### config.mk
export PLATFORM = sky130hd
export DESIGN_NAME = aabb_collide_resolve_core
export DESIGN_NICKNAME = d
export VERILOG_FILES = /design/src/rtl/aabb_pkg.sv /design/src/rtl/aabb_geom.sv /design/src/rtl/aabb_move.sv /design/src/rtl/aabb_collide_resolve_core.sv
export SDC_FILE = /design/constraint.sdc
export NUM_CORES = 1
export LEC_CHECK = 0
export ABC_CLOCK_PERIOD_IN_PS = 16700
export BUFFER_PORTS_ARGS = -buffer_cell sky130_fd_sc_hd__buf_2
export CAP_MARGIN = 20
export CORE_MARGIN = 10
export CORE_UTILIZATION = 30
export DETAILED_ROUTE_END_ITERATION = 6
export GPL_TIMING_DRIVEN = 0
export MAX_ROUTING_LAYER = met4
export PLACE_DENSITY = 0.52
export SYNTH_ARGS = -nofsm -noshare
export SYNTH_HDL_FRONTEND = slang
export SYNTH_SLANG_ARGS = --single-unit
### constraint.sdc
create_clock -name clk -period 16.7 [get_ports clk]
set_input_delay 1.67 -clock clk [delete_from_list [all_inputs] [get_ports clk]]
set_output_delay 1.67 -clock clk [all_outputs]
set_load 0.1 [all_outputs]
### src/rtl/aabb_pkg.sv
// Shared constants and beat types for the box collision resolver.
package aabb_pkg;

    // Field widths of the box and result beats.
    localparam int COORD_BITS     = 16;
    localparam int PUSH_FRAC_BITS = 8;
    localparam int SIZE_BITS      = COORD_BITS - 1;
    localparam int PUSH_BITS      = PUSH_FRAC_BITS + 1;

    // Internal widths: doubled centers, penetrations, products and sums.
    localparam int SSUM_BITS  = SIZE_BITS + 1;
    localparam int EDGE_BITS  = COORD_BITS + 1;
    localparam int CTR_BITS   = COORD_BITS + 3;
    localparam int PEN_BITS   = COORD_BITS + 4;
    localparam int D2_BITS    = COORD_BITS + 2;
    localparam int PROD_BITS  = D2_BITS + PUSH_BITS + 1;
    localparam int DELTA_BITS = PROD_BITS - PUSH_BITS;
    localparam int SUM_BITS   = COORD_BITS + 4;

    // Push weight of exactly one.
    localparam logic [PUSH_BITS-1:0] PUSH_ONE = PUSH_BITS'(1 << PUSH_FRAC_BITS);

    // One input beat: a box pair, its enables and the push weight.
    typedef struct packed {
        logic signed [COORD_BITS-1:0] a_x;
        logic signed [COORD_BITS-1:0] a_y;
        logic        [SIZE_BITS-1:0]  a_w;
        logic        [SIZE_BITS-1:0]  a_h;
        logic signed [COORD_BITS-1:0] b_x;
        logic signed [COORD_BITS-1:0] b_y;
        logic        [SIZE_BITS-1:0]  b_w;
        logic        [SIZE_BITS-1:0]  b_h;
        logic                         a_enabled;
        logic                         b_enabled;
        logic        [PUSH_BITS-1:0]  push_weight;
    } box_t;

    // One result beat.
    typedef struct packed {
        logic                         overlap;
        logic                         on_ground;
        logic signed [COORD_BITS-1:0] a_new_x;
        logic signed [COORD_BITS-1:0] a_new_y;
        logic signed [COORD_BITS-1:0] b_new_x;
        logic signed [COORD_BITS-1:0] b_new_y;
    } res_t;

    // Geometry stage output: flags, chosen axis and signed doubled penetration.
    typedef struct packed {
        logic                         ovl;
        logic                         gnd;
        logic                         use_y;
        logic signed [D2_BITS-1:0]    d2;
        logic        [PUSH_BITS-1:0]  push;
        logic signed [COORD_BITS-1:0] ax;
        logic signed [COORD_BITS-1:0] ay;
        logic signed [COORD_BITS-1:0] bx;
        logic signed [COORD_BITS-1:0] by;
    } geom_t;

endpackage

### src/rtl/aabb_geom.sv
// Overlap test, ground test and choice of the resolution axis.
module aabb_geom
    import aabb_pkg::*;
(
    input  box_t  box,
    output geom_t geom
);

    logic signed [CTR_BITS-1:0]  acx;
    logic signed [CTR_BITS-1:0]  acy;
    logic signed [CTR_BITS-1:0]  bcx;
    logic signed [CTR_BITS-1:0]  bcy;
    logic signed [CTR_BITS-1:0]  dx2;
    logic signed [CTR_BITS-1:0]  dy2;
    logic signed [CTR_BITS-1:0]  adx;
    logic signed [CTR_BITS-1:0]  ady;
    logic        [SSUM_BITS-1:0] sw;
    logic        [SSUM_BITS-1:0] sh;
    logic signed [PEN_BITS-1:0]  ix2;
    logic signed [PEN_BITS-1:0]  iy2;
    logic signed [PEN_BITS-1:0]  pen;
    logic signed [PEN_BITS-1:0]  d2_full;
    logic signed [EDGE_BITS-1:0] a_bot;
    logic signed [EDGE_BITS-1:0] b_top;
    logic                        act;
    logic                        x_hit;
    logic                        y_hit;
    logic                        ovl;
    logic                        use_y;
    logic                        pos_dir;

    // Doubled centers and their offsets, so no halving bit is lost.
    always_comb
    begin
        acx = (CTR_BITS'(box.a_x) <<< 1) + CTR_BITS'(box.a_w);
        acy = (CTR_BITS'(box.a_y) <<< 1) + CTR_BITS'(box.a_h);
        bcx = (CTR_BITS'(box.b_x) <<< 1) + CTR_BITS'(box.b_w);
        bcy = (CTR_BITS'(box.b_y) <<< 1) + CTR_BITS'(box.b_h);
        dx2 = bcx - acx;
        dy2 = bcy - acy;
        adx = dx2[CTR_BITS-1] ? -dx2 : dx2;
        ady = dy2[CTR_BITS-1] ? -dy2 : dy2;
    end

    // Doubled penetrations: zero or negative means the axis overlaps.
    always_comb
    begin
        sw  = SSUM_BITS'(box.a_w) + SSUM_BITS'(box.b_w);
        sh  = SSUM_BITS'(box.a_h) + SSUM_BITS'(box.b_h);
        ix2 = PEN_BITS'(adx) - PEN_BITS'(sw);
        iy2 = PEN_BITS'(ady) - PEN_BITS'(sh);
    end

    // Flags and the resolution axis; ties between the axes go vertical.
    always_comb
    begin
        act   = box.a_enabled & box.b_enabled;
        x_hit = (ix2 <= 0);
        y_hit = (iy2 <= 0);
        ovl   = act & x_hit & y_hit;
        a_bot = EDGE_BITS'(box.a_y) + EDGE_BITS'(box.a_h);
        b_top = EDGE_BITS'(box.b_y);
        use_y = !(ix2 > iy2);
    end

    // Signed correction for the first box; a zero offset pushes it positive.
    always_comb
    begin
        pen     = use_y ? iy2 : ix2;
        pos_dir = use_y ? (dy2 > 0) : (dx2 > 0);
        d2_full = pos_dir ? pen : -pen;
    end

    // Pack the stage output; without an overlap the correction is zero.
    always_comb
    begin
        geom.ovl   = ovl;
        geom.gnd   = act & x_hit & (a_bot <= b_top);
        geom.use_y = use_y;
        geom.d2    = ovl ? D2_BITS'(d2_full) : '0;
        geom.push  = (box.push_weight > PUSH_ONE) ? PUSH_ONE : box.push_weight;
        geom.ax    = box.a_x;
        geom.ay    = box.a_y;
        geom.bx    = box.b_x;
        geom.by    = box.b_y;
    end

endmodule

### src/rtl/aabb_move.sv
// Weighted split of the correction, floored shift and saturated positions.
module aabb_move
    import aabb_pkg::*;
(
    input  geom_t geom,
    output res_t  res
);

    logic signed [PROD_BITS-1:0]  d2_ext;
    logic signed [PROD_BITS-1:0]  prod;
    logic signed [PROD_BITS-1:0]  a_mov;
    logic signed [PROD_BITS-1:0]  b_mov;
    logic signed [DELTA_BITS-1:0] a_del;
    logic signed [DELTA_BITS-1:0] b_del;
    logic signed [SUM_BITS-1:0]   a_dx;
    logic signed [SUM_BITS-1:0]   a_dy;
    logic signed [SUM_BITS-1:0]   b_dx;
    logic signed [SUM_BITS-1:0]   b_dy;

    // Clamp a wide sum to the signed coordinate range.
    function automatic logic signed [COORD_BITS-1:0] sat_coord(
        input logic signed [SUM_BITS-1:0] v
    );
        logic [SUM_BITS-COORD_BITS:0] top;
        top = v[SUM_BITS-1:COORD_BITS-1];
        if (top == '0 || top == '1)
        begin
            return v[COORD_BITS-1:0];
        end
        else if (v[SUM_BITS-1])
        begin
            return {1'b1, {(COORD_BITS-1){1'b0}}};
        end
        else
        begin
            return {1'b0, {(COORD_BITS-1){1'b1}}};
        end
    endfunction

    // One multiply: the first box share is d2*ONE minus d2*p.
    always_comb
    begin
        d2_ext = PROD_BITS'(geom.d2);
        prod   = d2_ext * PROD_BITS'($signed({1'b0, geom.push}));
        a_mov  = (d2_ext <<< PUSH_FRAC_BITS) - prod;
        b_mov  = -prod;
    end

    // Arithmetic shift floors; the extra bit undoes the doubling.
    always_comb
    begin
        a_del = DELTA_BITS'(a_mov >>> PUSH_BITS);
        b_del = DELTA_BITS'(b_mov >>> PUSH_BITS);
    end

    // Apply the moves on the chosen axis only.
    always_comb
    begin
        a_dx = geom.use_y ? '0 : SUM_BITS'(a_del);
        a_dy = geom.use_y ? SUM_BITS'(a_del) : '0;
        b_dx = geom.use_y ? '0 : SUM_BITS'(b_del);
        b_dy = geom.use_y ? SUM_BITS'(b_del) : '0;
    end

    // Saturated new positions and the flags.
    always_comb
    begin
        res.overlap   = geom.ovl;
        res.on_ground = geom.gnd;
        res.a_new_x   = sat_coord(SUM_BITS'(geom.ax) + a_dx);
        res.a_new_y   = sat_coord(SUM_BITS'(geom.ay) + a_dy);
        res.b_new_x   = sat_coord(SUM_BITS'(geom.bx) + b_dx);
        res.b_new_y   = sat_coord(SUM_BITS'(geom.by) + b_dy);
    end

endmodule

### src/rtl/aabb_collide_resolve_core.sv
// An accepted beat is held in the middle register, then in the result register.
// Throughput: one beat per cycle while res_stall is low; geometry feeds the middle
// register; the one-multiplier weighted move sits between middle and result registers.
// Two registered stages buffer beats, so input is taken while a result waits.
// Reset (rst_n low, asynchronous) empties both stages; no other state exists.
// Payload registers are not reset.
module aabb_collide_resolve_core
    import aabb_pkg::*;
(
    input  logic clk,
    input  logic rst_n,
    input  logic box_valid,
    output logic box_stall,
    input  box_t box,
    output logic res_valid,
    input  logic res_stall,
    output res_t res
);

    logic  mid_valid_reg;
    logic  mid_valid_next;
    geom_t mid_reg;
    geom_t mid_next;
    logic  res_valid_reg;
    logic  res_valid_next;
    res_t  res_reg;
    res_t  res_next;
    logic  adv_out;
    logic  adv_mid;

    // Geometry stage on the incoming beat.
    aabb_geom u_geom
    (
        .box  (box),
        .geom (mid_next)
    );

    // Move stage on the registered geometry.
    aabb_move u_move
    (
        .geom (mid_reg),
        .res  (res_next)
    );

    // A stage advances when it is empty or the stage after it advances.
    always_comb
    begin
        adv_out        = !res_valid_reg || !res_stall;
        adv_mid        = !mid_valid_reg || adv_out;
        box_stall      = !adv_mid;
        mid_valid_next = adv_mid ? box_valid : mid_valid_reg;
        res_valid_next = adv_out ? mid_valid_reg : res_valid_reg;
    end

    // Stage valid flags.
    always_ff @(posedge clk or negedge rst_n)
    begin
        if (!rst_n)
        begin
            mid_valid_reg <= 1'b0;
            res_valid_reg <= 1'b0;
        end
        else
        begin
            mid_valid_reg <= mid_valid_next;
            res_valid_reg <= res_valid_next;
        end
    end

    // Stage payloads load only when their stage advances with a beat.
    always_ff @(posedge clk)
    begin
        if (adv_mid && box_valid)
        begin
            mid_reg <= mid_next;
        end
        if (adv_out && mid_valid_reg)
        begin
            res_reg <= res_next;
        end
    end

    assign res_valid = res_valid_reg;
    assign res       = res_reg;

endmodule

==> reports/results.tsv <==
metric	value	unit
criticalPathCategory	input pin to flip-flop	
critPathTopFamily	compound AO/OA/AOI/OAI gates	
grt_usage	0.162	
relSlewSlack	0.261	
rsz0062_at_grt	false	
maxCapViolations	0	
cts.sinks	162	
grt_pass1_wl	120000	um
async_reset_ff_frac	0.0123	
drt_iter0_drc	952	
portBuffers	206	
chipWidth	311	um
cts_root_buf	clkbuf_16	
nNetsFinal	3776	
path_buf_inv	5	
clock_latency	0.47	ns
gr-total-overflow	0	
cts_buffers	17	
final_cells	4273	
fmax	0.0784	GHz
synth_nets	3547	
routed_wl	76300	um
drt-wirelength-per-cell	17.9	um
drc	0	
syn_inst	2892	
cts-resized-gates	0	
dp_hpwl	66600	um
start_util	0.303	
cts_setup_buffers	0	
holdBufCountCts	0	
clock_path_buffers	2	
antenna_left	0	
final.period_utilization	0.764	
final.min_clock_period	12.75	ns
dp.cells	4236	
hold_violations	0	
place_congestion	0.919	
clk_pin_slew	0.07	ns
die_h	311	um
slowest_delay	0.78	ns
end_kind	flip-flop	
dieArea	96400	um^2
antenna_found_initial	7	
netlist_area	25300	um^2
synth_seq_cells	162	
cp.required	16.95	ns
rows	106	
dr_total_vias	20285	
core	83700	um^2
worstMarginPinSlew	1.10	ns
ios	207	
slowest_stage	a311oi_2	
finalSetupTns	0	ns
area_growth	12.4	%
synth_warnings	0	
syn_avg_cell_area	8.76	um^2
fillCellCount	8802	
path_common_cell	o21bai_1	
final_common_cell	inv_1	
synth_cell_types	95	
critical_path.max_fanout	10	
min_path_type	flip-flop to flip-flop	
worstPathArrival	13.00	ns
fin_worst_skew	0.0209	ns
startpoint_type	input pin	
layout_common_cells	inv_1, ha_1, nor2_1	
first_pass_iters	5	
slew_viol_final	0	
layout-drive-gt1-share	0.0951	
ys_seq_area_frac	0.192	
largest_reg_flops	94	
setup_viol	0	
ctsHtreeMaxLevel	4	
drt-vias-per-instance	4.75	
status	finished, final reports clean	
synthFlopType	edfxtp_1	
grt_max_degree	69	
grt_pass1_vias	21077	
cts_tree	built	
synth-edff-count	160	
==> layout make-up <==
type / count / area (um^2) / share of cell area
multi-input combinational: 2252 / 18700 / 0.656
sequential: 162 / 4850 / 0.170
inverter: 419 / 1570 / 0.0552
tap: 1134 / 1420 / 0.0498
timing repair buffer: 210 / 1100 / 0.0387
clock buffer: 17 / 425 / 0.0149
buffer: 59 / 236 / 0.00830
clock inverter: 15 / 178 / 0.00624
antenna: 5 / 12.5 / 0.000439
==> Yosys cell counts, types with 41 or more instances <==
master | instances | area (um^2)
edfxtp_1 | 160 | 4800
nand2_1 | 182 | 683
nor2b_1 | 45 | 282
ha_1 | 316 | 3950
a21o_1 | 55 | 413
nor3_1 | 58 | 290
xor2_1 | 81 | 709
nor2_1 | 239 | 897
o21ai_0 | 146 | 731
xnor2_1 | 189 | 1660
clkbuf_1 | 51 | 191
inv_1 | 419 | 1570
fa_1 | 200 | 4000
and2_1 | 109 | 682
a21oi_1 | 173 | 866
o21bai_1 | 41 | 308
==> kinds of logic (layout without fill, tap and decap cells) <==
group / after synthesis / count (layout) / share of synthesized area
DFF: 162 / 162 / 0.192
muxes: 11 / 11 / 0.00479
buffers and inverters: 478 / 720 / 0.0714
adders and majority gates: 522 / 522 / 0.317
and+or+nand+nor: 817 / 817 / 0.161
AOI/OAI and AO/OA: 628 / 628 / 0.158
other: 0 / 5 / 0
xor gates and xnor gates: 274 / 274 / 0.0959
==> metal layers <==
| metal | wire length (um) | vias up | track usage |
|---|---|---|---|
| li1 | - | 10304 | - |
| met1 | 33000 | 9590 | 0.189 |
| met2 | 38700 | 304 | 0.286 |
| met3 | 2040 | 87 | 0.0161 |
| met4 | 2600 | 0 | 0.0598 |
| met5 | 0 | - | - |
==> worst paths after layout <==
path	cells past startpoint	slack (ns)	startpoint	endpoint
setup / recovery	49	3.95	box[18]	mid_reg[87]
hold / removal	0	0.42	mid_reg[92]	res[64]
setup reg to reg	42	4.32	mid_reg[67]	res[52]
hold reg to reg	0	0.42	mid_reg[92]	res[64]
max in group asynchronous	1	15.63	rst_n	res_valid
min in group asynchronous	1	0.98	rst_n	mid_valid_reg
==> worst register-to-register path: cells and delay by family (launching register included) <==
kind / cells / cell delay (ns)
compound gates: 16 / 4.23
fa+ha+maj: 9 / 3.89
buf+inv: 7 / 1.62
simple gates: 7 / 1.42
xor+xnor: 3 / 0.56
flops: 1 / 0.34
==> metrics by stage <==
stage / setup slack, ns / util / hold slack [ns] / cell area, um^2
3_5_place_dp: 3.60 / 0.333 / 0.421 / 27900
4_1_cts: 4.03 / 0.340 / 0.430 / 28500
5_1_grt: 3.12 / 0.340 / 0.440 / 28500
6_report: 3.95 / 0.340 / 0.425 / 28500
2_1_floorplan: 5.87 / - / 0.400 / 25300
3_3_place_gp: 3.69 / 0.332 / 0.403 / 27800
Power is not shown: default switching activity piles up to over one toggle a cycle in this logic, so the estimate is an artifact.
